[config.mk]
export PLATFORM = sky130hd
export DESIGN_NAME = lcd_line_mode_timing_core
export DESIGN_NICKNAME = d
export VERILOG_FILES = /design/src/rtl/lcdlmt_pkg.sv /design/src/rtl/lcd_line_mode_timing_core.sv /design/src/rtl/lcdlmt_step.sv
export SDC_FILE = /design/constraint.sdc
export NUM_CORES = 1
export LEC_CHECK = 0
export ABC_AREA = 0
export BUFFER_PORTS_ARGS = -buffer_cell sky130_fd_sc_hd__buf_2
export CORE_MARGIN = 2
export CORE_UTILIZATION = 64
export DETAILED_ROUTE_END_ITERATION = 7
export PLACE_DENSITY = 0.86
export SYNTH_ARGS = -nofsm -noshare
export SYNTH_HDL_FRONTEND = slang
export SYNTH_SLANG_ARGS = --single-unit
[constraint.sdc]
create_clock -name i_clk -period 6.25 [get_ports i_clk]
set_input_delay 1.25 -clock i_clk [delete_from_list [all_inputs] [get_ports i_clk]]
set_output_delay 1.25 -clock i_clk [all_outputs]
set_load 0.005 [all_outputs]
[src/rtl/lcdlmt_pkg.sv]
// Package: shared types and constants for the LCD line and mode timing core.
`default_nettype none
package lcdlmt_pkg;

    // Fixed field widths
    localparam int DOTS_W = 9;
    localparam int LINE_W = 8;
    localparam int CFG_IDX_W = 3;
    localparam int CFG_DATA_W = 8;

    // Timing defaults
    localparam int DOTS_PER_LINE_DEF = 456;
    localparam int VISIBLE_LINES_DEF = 144;
    localparam int LAST_LINE_DEF = 153;

    // Mode boundaries within a line
    localparam int OAM_END_DOT = 80;
    localparam int DRAW_END_DOT = 252;

    typedef enum logic [1:0] {
        MODE_HBLANK = 2'd0,
        MODE_VBLANK = 2'd1,
        MODE_OAM    = 2'd2,
        MODE_DRAW   = 2'd3
    } t_mode;

    typedef enum logic [CFG_IDX_W-1:0] {
        CFG_LCD_ENABLE   = 3'd0,
        CFG_COMPARE_LINE = 3'd1,
        CFG_HBLANK_IE    = 3'd2,
        CFG_VBLANK_IE    = 3'd3,
        CFG_OAM_IE       = 3'd4,
        CFG_MATCH_IE     = 3'd5
    } t_cfg_idx;

    typedef struct packed {
        logic              lcd_enable;
        logic [LINE_W-1:0] compare_line;
        logic              hblank_ie;
        logic              vblank_ie;
        logic              oam_ie;
        logic              match_ie;
    } t_cfg;

    // Line, held mode and coincidence flag; the dot counter travels on its own
    // since its width follows the line length.
    typedef struct packed {
        logic [LINE_W-1:0] line;
        t_mode             mode;
        logic              match;
    } t_state;

    typedef struct packed {
        logic [LINE_W-1:0] line;
        t_mode             mode;
        logic              coincident;
        logic              vblank_irq;
        logic              stat_irq;
        logic              draw_line;
    } t_result;

endpackage
`default_nettype wire

[src/rtl/lcd_line_mode_timing_core.sv]
// Top level: LCD line and mode timing core with input stage, step logic and result register.
//
// Usage:
//   Input channel (i_in_valid / o_in_stall / i_dots): each word carries the
//   number of dot clocks elapsed since the previous word (values of one line
//   length or more clamp to one dot short of a line). Output channel (o_out_valid / i_out_stall):
//   one result word per input word, in order: line, mode, coincidence flag and
//   pulses for vblank interrupt, status interrupt and line draw.
//   Configuration channel (i_cfg_valid / o_cfg_ready): writes one register per
//   handshake; index 0 display enable, 1 compare line, 2..5 status interrupt
//   enables for hblank, vblank, OAM scan and line match. Other indices drop.
//   o_cfg_ready is always high; write only while no word is in flight.
// Path: an accepted word loads the input register; the step logic then writes
//   the counters and the result register together, and o_out_valid rises with
//   the result.
// Throughput: one word per cycle while i_out_stall is low; the single add-compare step
//   on the dot counter and its feedback into the line counter set the cycle.
// Reset: counters, held mode, coincidence flag, valid flags and configuration clear; the
//   display starts off. Both pipeline registers empty.
// Stall: a stalled result holds in the result register; one more word still
//   enters the input register, then o_in_stall rises until the result moves.
`default_nettype none
module lcd_line_mode_timing_core #(
    parameter int DOTS_PER_LINE = lcdlmt_pkg::DOTS_PER_LINE_DEF,
    parameter int VISIBLE_LINES = lcdlmt_pkg::VISIBLE_LINES_DEF,
    parameter int LAST_LINE     = lcdlmt_pkg::LAST_LINE_DEF
) (
    input  wire  logic                                i_clk,
    input  wire  logic                                i_rst_n,
    // input words
    input  wire  logic                                i_in_valid,
    output logic                                      o_in_stall,
    input  wire  logic [lcdlmt_pkg::DOTS_W-1:0]       i_dots,
    // result words
    output logic                                      o_out_valid,
    input  wire  logic                                i_out_stall,
    output logic [lcdlmt_pkg::LINE_W-1:0]             o_line,
    output logic [1:0]                                o_mode,
    output logic                                      o_coincident,
    output logic                                      o_vblank_irq,
    output logic                                      o_stat_irq,
    output logic                                      o_draw_line,
    // configuration writes
    input  wire  logic                                i_cfg_valid,
    output logic                                      o_cfg_ready,
    input  wire  logic [lcdlmt_pkg::CFG_IDX_W-1:0]    i_cfg_index,
    input  wire  logic [lcdlmt_pkg::CFG_DATA_W-1:0]   i_cfg_data
);

    localparam int DW = $clog2(DOTS_PER_LINE);
    localparam int LINE_MAX = (LAST_LINE > VISIBLE_LINES) ? LAST_LINE : VISIBLE_LINES;

    // Configuration registers
    lcdlmt_pkg::t_cfg r_cfg;

    // Input stage
    logic                             r_in_valid;
    logic [lcdlmt_pkg::DOTS_W-1:0]    r_in_dots;

    // Timing state
    logic [DW-1:0]                    r_dot_count;
    lcdlmt_pkg::t_state               r_state;
    logic [DW-1:0]                    n_dot_count;
    lcdlmt_pkg::t_state               n_state;

    // Result register
    logic                             r_out_valid;
    lcdlmt_pkg::t_result              r_res;
    lcdlmt_pkg::t_result              n_res;

    logic                             w_out_free;
    logic                             w_step;

    // The result register can take a new word when empty or being drained
    assign w_out_free = !r_out_valid || !i_out_stall;
    assign w_step     = r_in_valid && w_out_free;
    assign o_in_stall = r_in_valid && !w_out_free;
    assign o_cfg_ready = 1'b1;

    // Configuration writes; unknown indices drop
    always_ff @(posedge i_clk) begin
        if (!i_rst_n) begin
            r_cfg <= '0;
        end else if (i_cfg_valid && o_cfg_ready) begin
            unique case (i_cfg_index)
                lcdlmt_pkg::CFG_LCD_ENABLE:   r_cfg.lcd_enable   <= i_cfg_data[0];
                lcdlmt_pkg::CFG_COMPARE_LINE: r_cfg.compare_line <= i_cfg_data;
                lcdlmt_pkg::CFG_HBLANK_IE:    r_cfg.hblank_ie    <= i_cfg_data[0];
                lcdlmt_pkg::CFG_VBLANK_IE:    r_cfg.vblank_ie    <= i_cfg_data[0];
                lcdlmt_pkg::CFG_OAM_IE:       r_cfg.oam_ie       <= i_cfg_data[0];
                lcdlmt_pkg::CFG_MATCH_IE:     r_cfg.match_ie     <= i_cfg_data[0];
                default: ;
            endcase
        end
    end

    // Input stage: load when not stalled, otherwise hold
    always_ff @(posedge i_clk) begin
        if (!i_rst_n) begin
            r_in_valid <= 1'b0;
        end else if (!o_in_stall) begin
            r_in_valid <= i_in_valid;
        end
    end

    always_ff @(posedge i_clk) begin
        if (i_in_valid && !o_in_stall) begin
            r_in_dots <= i_dots;
        end
    end

    lcdlmt_step #(
        .DOTS_PER_LINE (DOTS_PER_LINE),
        .VISIBLE_LINES (VISIBLE_LINES),
        .LAST_LINE     (LAST_LINE)
    ) u_step (
        .i_dots      (r_in_dots),
        .i_cfg       (r_cfg),
        .i_dot_count (r_dot_count),
        .i_state     (r_state),
        .o_dot_count (n_dot_count),
        .o_state     (n_state),
        .o_result    (n_res)
    );

    // Advance timing state together with the result register
    always_ff @(posedge i_clk) begin
        if (!i_rst_n) begin
            r_dot_count <= '0;
            r_state     <= '{line: '0, mode: lcdlmt_pkg::MODE_HBLANK, match: 1'b0};
            r_out_valid <= 1'b0;
        end else begin
            if (w_step) begin
                r_dot_count <= n_dot_count;
                r_state     <= n_state;
            end
            if (w_out_free) begin
                r_out_valid <= r_in_valid;
            end
        end
    end

    always_ff @(posedge i_clk) begin
        if (w_step) begin
            r_res <= n_res;
        end
    end

    assign o_out_valid  = r_out_valid;
    assign o_line       = r_res.line;
    assign o_mode       = r_res.mode;
    assign o_coincident = r_res.coincident;
    assign o_vblank_irq = r_res.vblank_irq;
    assign o_stat_irq   = r_res.stat_irq;
    assign o_draw_line  = r_res.draw_line;

    // Dot counter stays inside one line
    a_dot_range: assert property (@(posedge i_clk) disable iff (!i_rst_n)
        r_dot_count < DW'(DOTS_PER_LINE - 1) || r_dot_count == DW'(DOTS_PER_LINE - 1))
        else $error("dot counter left the line");

    // Line counter never passes the last line
    a_line_range: assert property (@(posedge i_clk) disable iff (!i_rst_n)
        r_state.line <= lcdlmt_pkg::LINE_W'(LINE_MAX))
        else $error("line counter out of range");

    // A draw pulse only comes with hblank
    a_draw_hblank: assert property (@(posedge i_clk) disable iff (!i_rst_n)
        o_out_valid && o_draw_line |-> o_mode == lcdlmt_pkg::MODE_HBLANK)
        else $error("draw pulse outside hblank");

    // A vblank pulse marks entry to the first blank line
    a_vbl_line: assert property (@(posedge i_clk) disable iff (!i_rst_n)
        o_out_valid && o_vblank_irq |->
            o_line == lcdlmt_pkg::LINE_W'(VISIBLE_LINES)
            && o_mode == lcdlmt_pkg::MODE_VBLANK)
        else $error("vblank pulse on wrong line");

    // Held mode in the state follows the last delivered result
    a_mode_held: assert property (@(posedge i_clk) disable iff (!i_rst_n)
        w_step |=> r_state.mode == r_res.mode)
        else $error("held mode differs from result mode");

endmodule
`default_nettype wire

[src/rtl/lcdlmt_step.sv]
// Step logic: advance dot and line counters by one word and derive mode and interrupts.
`default_nettype none
module lcdlmt_step #(
    parameter int DOTS_PER_LINE = lcdlmt_pkg::DOTS_PER_LINE_DEF,
    parameter int VISIBLE_LINES = lcdlmt_pkg::VISIBLE_LINES_DEF,
    parameter int LAST_LINE     = lcdlmt_pkg::LAST_LINE_DEF,
    localparam int DW = $clog2(DOTS_PER_LINE)
) (
    input  wire  logic [lcdlmt_pkg::DOTS_W-1:0] i_dots,
    input  wire  lcdlmt_pkg::t_cfg              i_cfg,
    input  wire  logic [DW-1:0]                 i_dot_count,
    input  wire  lcdlmt_pkg::t_state            i_state,
    output logic [DW-1:0]                       o_dot_count,
    output lcdlmt_pkg::t_state                  o_state,
    output lcdlmt_pkg::t_result                 o_result
);

    localparam int SW = DW + 1;
    localparam int LW = lcdlmt_pkg::LINE_W;

    logic [SW-1:0]   dots_ext;
    logic [SW-1:0]   dots_sat;
    logic [SW-1:0]   sum;
    logic            wrap;
    logic [DW-1:0]   dot_new;
    logic [LW:0]     line_inc;
    logic [LW:0]     line_wrapped;
    logic            vbl;
    logic [LW-1:0]   line_new;
    lcdlmt_pkg::t_mode mode_new;
    logic            mode_irq;
    logic            match;

    always_comb begin
        // Clamp to one dot short of a line so at most one boundary is crossed
        dots_ext = SW'(i_dots);
        dots_sat = (dots_ext > SW'(DOTS_PER_LINE - 1)) ? SW'(DOTS_PER_LINE - 1) : dots_ext;
        sum      = SW'(i_dot_count) + dots_sat;
        wrap     = (sum >= SW'(DOTS_PER_LINE));
        dot_new  = wrap ? DW'(sum - SW'(DOTS_PER_LINE)) : sum[DW-1:0];

        line_inc     = {1'b0, i_state.line} + (LW+1)'(1);
        vbl          = wrap && (line_inc == (LW+1)'(VISIBLE_LINES));
        line_wrapped = (!vbl && (line_inc > (LW+1)'(LAST_LINE))) ? '0 : line_inc;
        line_new     = wrap ? line_wrapped[LW-1:0] : i_state.line;

        if (line_new >= LW'(VISIBLE_LINES)) begin
            mode_new = lcdlmt_pkg::MODE_VBLANK;
        end else if (dot_new < DW'(lcdlmt_pkg::OAM_END_DOT)) begin
            mode_new = lcdlmt_pkg::MODE_OAM;
        end else if (dot_new < DW'(lcdlmt_pkg::DRAW_END_DOT)) begin
            mode_new = lcdlmt_pkg::MODE_DRAW;
        end else begin
            mode_new = lcdlmt_pkg::MODE_HBLANK;
        end

        mode_irq = 1'b0;
        if (mode_new != i_state.mode) begin
            unique case (mode_new)
                lcdlmt_pkg::MODE_HBLANK: mode_irq = i_cfg.hblank_ie;
                lcdlmt_pkg::MODE_VBLANK: mode_irq = i_cfg.vblank_ie;
                lcdlmt_pkg::MODE_OAM:    mode_irq = i_cfg.oam_ie;
                default:                 mode_irq = 1'b0;
            endcase
        end

        match = (line_new == i_cfg.compare_line);

        if (i_cfg.lcd_enable) begin
            o_dot_count         = dot_new;
            o_state.line        = line_new;
            o_state.mode        = mode_new;
            o_state.match       = match;
            o_result.line       = line_new;
            o_result.mode       = mode_new;
            o_result.coincident = match;
            o_result.vblank_irq = vbl;
            o_result.stat_irq   = mode_irq || (match && i_cfg.match_ie);
            o_result.draw_line  = (mode_new != i_state.mode)
                                  && (mode_new == lcdlmt_pkg::MODE_HBLANK);
        end else begin
            // Display off: clear counters, keep the coincidence flag
            o_dot_count         = '0;
            o_state.line        = '0;
            o_state.mode        = lcdlmt_pkg::MODE_HBLANK;
            o_state.match       = i_state.match;
            o_result.line       = '0;
            o_result.mode       = lcdlmt_pkg::MODE_HBLANK;
            o_result.coincident = i_state.match;
            o_result.vblank_irq = 1'b0;
            o_result.stat_irq   = 1'b0;
            o_result.draw_line  = 1'b0;
        end
    end

endmodule
`default_nettype wire
**Yosys cells after proc, flatten, opt, wreduce, memory -nomap -nowiden**

Index checks and enable logic that the tools add are counted.

- Add/sub/neg operators: 3
- Reduce and logical (&&, ||, !) cells: 23
- Equal/unequal tests: 10
- Magnitude comparators: 6
- Mux-type cells: 12

Operator list:

| kind | count |
|---|---|
| 2-to-1 mux 9 bit | 3 |
| 2-to-1 mux 8 bit | 2 |
| AND reduction 2 bit | 7 |
| 2-to-1 mux 11 bit | 1 |
| adder 9 x 9 -> 10 bit | 1 |
| >= comparator 10 x 9 -> 1 bit (second input constant) | 1 |
| adder 8 x 1 -> 9 bit (second input constant) | 1 |
| == test 9 x 8 -> 1 bit (second input constant) | 1 |
| > comparator 9 x 8 -> 1 bit (second input constant) | 1 |
| > comparator 9 bit (second input constant) | 1 |
| < comparator 9 x 7 -> 1 bit (second input constant) | 1 |
| < comparator 9 x 8 -> 1 bit (second input constant) | 1 |
| subtractor 9 bit (second input constant) | 1 |
| == test 8 bit | 1 |
| >= comparator 8 bit (second input constant) | 1 |
| logical AND 1 bit | 7 |
| == test 3 x 2 -> 1 bit (second input constant) | 2 |
| == test 3 bit (second input constant) | 2 |
| 2-to-1 mux 2 bit | 3 |
| logical NOT 1 bit | 5 |
| 2-to-1 mux 4 bit | 1 |
| == test 3 x 1 -> 1 bit (second input constant) | 1 |
| logical NOT 3 bit | 1 |
| one-hot mux 1 bit (3 select lines) | 1 |
| other kinds (6) | 7 |

- Output and inout port bits: 17
- Bits of input ports: 25
- Register bits: 58

**Longest topological paths before layout**

- Word-level depth: 16
- Depth in mapped cells: 18
- Gate-level depth less buffers: 17

**Hierarchy**

Synthesis repeated with hierarchy kept, for this count alone.

- Cell total of the unflattened synthesis: 429
- Area, all modules: 3868.7 µm²

Modules (own cells, without submodules):

| module | times used | cells each | area each (µm²) |
|---|---|---|---|
| lcd_line_mode_timing_core | 1 | 176 | 2137.0 |
| lcdlmt_step | 1 | 253 | 1731.7 |

**Worst setup path after synthesis**

Ideal clock, no wire load.

- Kind: reg-to-reg
- Start: register r_in_dots[4] in the netlist's numbering
- End: register r_res, in the netlist o_stat_irq, data pin
- Setup time: 0.265 ns
- Data arrival time: 4.026 ns
- Path buffers: 1
- Cell stages (with the launch flop): 19
- Setup slack: 1.958 ns
- Clock period less this slack: 4.292 ns
- Cell sequence: edfxtp_1 > nor3_1 > nor2_1 > or2_2 > ha_1 > fa_1 > a21o_1 > a21oi_1 > xnor2_1 > inv_1 > ha_1 > clkbuf_1 > a21oi_1 > o21ai_0 > a22oi_1 > o21bai_1 > or4_1 > o211ai_1 > o32ai_1

- Cells in the longest elaborated chain, start to end: 15
- Elaborated cells between the ends (all ways): 26

Ends and longest elaborated chain:

| what | RTL line | text |
|---|---|---|
| start, declared | lcd_line_mode_timing_core.sv:58 | `logic [lcdlmt_pkg::DOTS_W-1:0] r_in_dots;` |
| start signal, assigned | lcd_line_mode_timing_core.sv:108 | `r_in_dots <= i_dots;` |
| > comparator 9 bit | lcdlmt_step.sv:37 | `dots_sat = (dots_ext > SW'(DOTS_PER_LINE - 1)) ? SW'(DOTS_PER_LINE - 1) : dots_ext;` |
| 2-to-1 mux 9 bit * | lcdlmt_step.sv:37 |  |
| adder 9 x 9 -> 10 bit * | lcdlmt_step.sv:38 | `sum = SW'(i_dot_count) + dots_sat;` |
| >= comparator 10 x 9 -> 1 bit | lcdlmt_step.sv:39 | `wrap = (sum >= SW'(DOTS_PER_LINE));` |
| logical AND 1 bit | lcdlmt_step.sv:43 | `vbl = wrap && (line_inc == (LW+1)'(VISIBLE_LINES));` |
| logical NOT 1 bit | lcdlmt_step.sv:44 | `line_wrapped = (!vbl && (line_inc > (LW+1)'(LAST_LINE))) ? '0 : line_inc;` |
| logical AND 1 bit | lcdlmt_step.sv:44 |  |
| 2-to-1 mux 8 bit | lcdlmt_step.sv:44 |  |
| 2-to-1 mux 8 bit | lcdlmt_step.sv:45 | `line_new = wrap ? line_wrapped[LW-1:0] : i_state.line;` |
| >= comparator 8 bit | lcdlmt_step.sv:47 | `if (line_new >= LW'(VISIBLE_LINES)) begin` |
| 2-to-1 mux 2 bit | lcdlmt_step.sv:47 |  |
| == test 2 bit, or another cell as far along | lcdlmt_step.sv:59 | `unique case (mode_new)` |
| one-hot mux 1 bit (3 select lines) | lcdlmt_step.sv:59 |  |
| 2-to-1 mux 1 bit | lcdlmt_step.sv:58 | `if (mode_new != i_state.mode) begin` |
| logical OR 1 bit * | lcdlmt_step.sv:78 | `o_result.stat_irq = mode_irq \|\| (match && i_cfg.match_ie);` |
| end signal, assigned | lcd_line_mode_timing_core.sv:145 | `r_res <= n_res;` |
| end, declared | lcd_line_mode_timing_core.sv:68 | `lcdlmt_pkg::t_result r_res;` |

Every way passes the cells marked *; elsewhere a longest branch is shown, timed or not.
A chain may end at the register's enable or synchronous reset.

**Final worst setup path**

Same ends and word-level chain as after synthesis.

==> out/results.tsv <==
metric	value	unit
Initial Utilization	66.67	%
Combinational Power Share	12.5	%
Setup CP Type	flip-flop to flip-flop	
final setup vio count	0	
Clock Sinks	58	
critical-path cell list	nor3_1 > nor2_1 > or2_2 > ha_1 > fa_1 > a21o_1 > a221oi_4 > mux2i_1 > a22oi_4 > a21oi_4 > nor4_1 > o32a_1 > or4_1 > o211ai_1 > o32ai_1	
max-cap violations	0	
fill count	453	
Synth cell types	74	
Clock Latency Late Sink	350	ps
die area	0.006888	mm^2
routability cong.	0.9857	
first-pass iteration count of the detailed router	5	
top cells by area, synth	dfxtp_1 18%, edfxtp_1 17%, nand2_1 5.4%, mux2i_1 4.3%, ha_1 4.1%	
max-slew violations	0	
Iteration-0 DRC Markers	262	
floorplan row count	28	
Avg WL per Cell	17.24	um
Fin. Hold Viols	0	
FFs w/ async S/R, synth	0	%
Root Driver	clkbuf_8	
area fraction of the dominant cell type after synthesis	17.54	%
Post-route DRC	0	
first-pass GRT wire length	15750	um
Antenna Nets Post-Route	0	
crit path from	r_in_dots[4]	
EDFF count, synth	23	
Area growth syn-to-layout	8.584	%
Worst Tran Pin Value	1028	ps
Diodes inserted	0	
vias in the first global route	3379	
buffers added on ports	40	
Clock power frac	39.4	%
Register-to-Register Setup Slack	1520	ps
storage element area	0.001391	mm^2
post-DP HPWL	6768	um
Yosys warnings	0	
period utilization	75.74	%
pwr dens	195.9	mW/mm^2
slowest CP cell	or4_1	
Critical Path Fanout Max	15	
synthesized area	0.003994	mm^2
Worst Path Buf+Inv	0	
detailed-route vias per instance	6.485	
Tmin final	4734	ps
I/O Pins	42	
Psw	221.1	uW
Final Skew	8.933	ps
Top FF cell, synth	dfxtp_1	
Slew HR	31.36	%
Fin Setup TNS	0	ps
Reg-to-Reg End	o_stat_irq	
maximum number of pins on one net before global-route repair	37	
Seq/Total Area, Yosys	34.84	%
Gate Count Post-Synth	450	
part of the power in registers	48.2	%
Total GRT Usage	27.85	%
Worst R2R Start	r_in_dots[4]	
Die Y	83.00	um
status	finished clean	
Leak	0.001620	uW
Core Area	0.005991	mm^2
crit path DAT	4820	ps
final wirelength	9497	um
Yosys reg bits	58	
Sw Share	26.02	%
Post-Syn Area per Cell	8.875	um^2
H-tree levels	3	
area leader, netlist	dfxtp_1	
Max clock buf depth	2	
crit path capture	o_stat_irq	
startpoint types	flip-flop	
reg2reg path depth	15	
share of layout cells above drive strength 1	16.39	%
CTS tree	done	
grt ovf	0	
Stages on worst setup path	15	
total internal power	628.5	uW
Setup Fix Bufs, Post-CTS	0	
via count	3573	
peak supply drop	166.8	uV
CP delay by family, top	compound AO/OA/AOI/OAI gates	
post-CTS sizing	0	
crit path capture type	flip-flop	
RSZ-0062 raised after global routing	no	
post-layout net count	510	
syn_nets	489	
Final Core Density	72.39	%
CTS Buf Count	9	
area of the multi-input gates	0.002426	mm^2
hold-fix buffers at CTS	0	
Data required, critical path	6330	ps
FMAX	211.3	MHz
CP peak stage delay	530	ps
HP Class	flip-flop to flip-flop	
Worst-path clk slew	70	ps
die width	83.00	um
initial antenna violation count	0	
==> sequential cells by signal, indices dropped and copies added (netlist names) <==
register / cells
r_cfg: 13
r_state: 11
r_dot_count: 9
r_in_dots: 9
o_line: 8
o_mode: 2
o_coincident: 1
o_draw_line: 1
o_out_valid: 1
o_stat_irq: 1
o_vblank_irq: 1
r_in_valid: 1
==> worst reg2reg max path: cells and delay by family, from the launching register on <==
| kind | cells | cell delay, ps |
|---|---|---|
| muxes | 1 | 380 |
| and+or+nand+nor | 5 | 1210 |
| adders and majority gates | 2 | 650 |
| AOI/OAI and AO/OA | 7 | 1840 |
| DFF | 1 | 380 |
==> per-stage QoR <==
| step | hold slack, ps | setup WS (ps) | area (um^2) | cells | power (uW) |
|---|---|---|---|---|---|
| after floorplan | 436.7 | 1958 | 3994 | 450 | 492.8 |
| final | 470.5 | 1516 | 4337 | 551 | 849.6 |
| after global placement | 450.1 | 1728 | 4149 | 535 | 519.0 |
| after CTS | 471.5 | 1552 | 4337 | 551 | 850.3 |
| after global routing | 503.2 | 1243 | 4337 | 551 | 879.5 |
| after detailed placement | 458.3 | 1571 | 4149 | 535 | 521.3 |
==> worst min-delay path by stage <==
stage	cells past startpoint	startpoint	endpoint
CTS	2	r_state[0]	r_state[0]
global placement	2	r_state[0]	r_state[0]
global route	2	r_state[0]	r_state[0]
floorplan	2	r_state[0]	r_state[0]
finish	2	r_state[0]	r_state[0]
detailed placement	2	r_state[0]	r_state[0]
==> layout by cell type (no fill, tap or decap), types with 5 or more instances in the layout <==
cell and instances:
nor2_1 19, dfxtp_1 35, a21boi_0 13, nor4_1 6
a21oi_1 12, nand4_1 5, clkbuf_8 9, or3_1 5
a21o_1 6, buf_2 40, nand2b_1 9, nor2b_1 23
ha_1 13, and2_1 15, and3_1 6, xor2_1 6
mux2i_1 17, inv_1 10, o21a_1 8, xnor2_1 9
o211ai_1 9, nand2_1 57, o21ai_0 11, nand3_1 13
nor3_1 7, a22oi_1 5, a31oi_1 6, or2_2 8
edfxtp_1 23
==> final cells by class <==
class	count	area share, %
multi-input cells	352	55.94
flip-flops and latches	58	32.08
repair buffers	40	4.616
clock buffers	11	3.029
well taps	75	2.164
clock inverters	5	1.298
inverters	10	0.8656
==> synth_stat cells, types with 7 or more instances <==
master and count:
clkbuf_1 21, o21a_1 8, dfxtp_1 35, mux2i_1 17
a21boi_0 13, o21ai_0 11, edfxtp_1 23, nand2_1 57
nor3_1 7, nor2_1 19, ha_1 13, or2_2 8
nor2b_1 23, xnor2_1 9, a21oi_1 12, and2_1 15
nand3_1 13, nand2b_1 9, o211ai_1 9, inv_1 10
==> kinds of logic (layout without fill, tap and decap cells) <==
logic type / after synthesis / after routing / synth area share [%]
muxes: 20 / 20 / 5.106
other: 1 / 1 / 0.09389
adders and majority gates: 14 / 14 / 4.574
DFF: 58 / 58 / 34.84
xor gates and xnor gates: 15 / 15 / 3.290
and+or+nand+nor: 191 / 191 / 25.56
AOI/OAI and AO/OA: 111 / 111 / 22.12
buffers and inverters: 40 / 66 / 4.417
==> power groups by stage <==
stage | clock [uW] | combinational, uW | sequential (uW)
after detailed placement | 0 | 104 | 417
after global placement | 0 | 102 | 417
after floorplan | 0 | 77.0 | 416
after CTS | 336 | 105 | 409
final | 334 | 106 | 409
after global routing | 353 | 116 | 410
==> layer usage <==
layer	vias up	part of all wire (%)	global-route usage, %
met5	-	0	0
met4	0	1.7	8.942
met3	17	7.3	5.666
met2	136	47	44.57
met1	1722	44	37.96
li1	1698	-	-
Power figures use the tool's default switching activity.
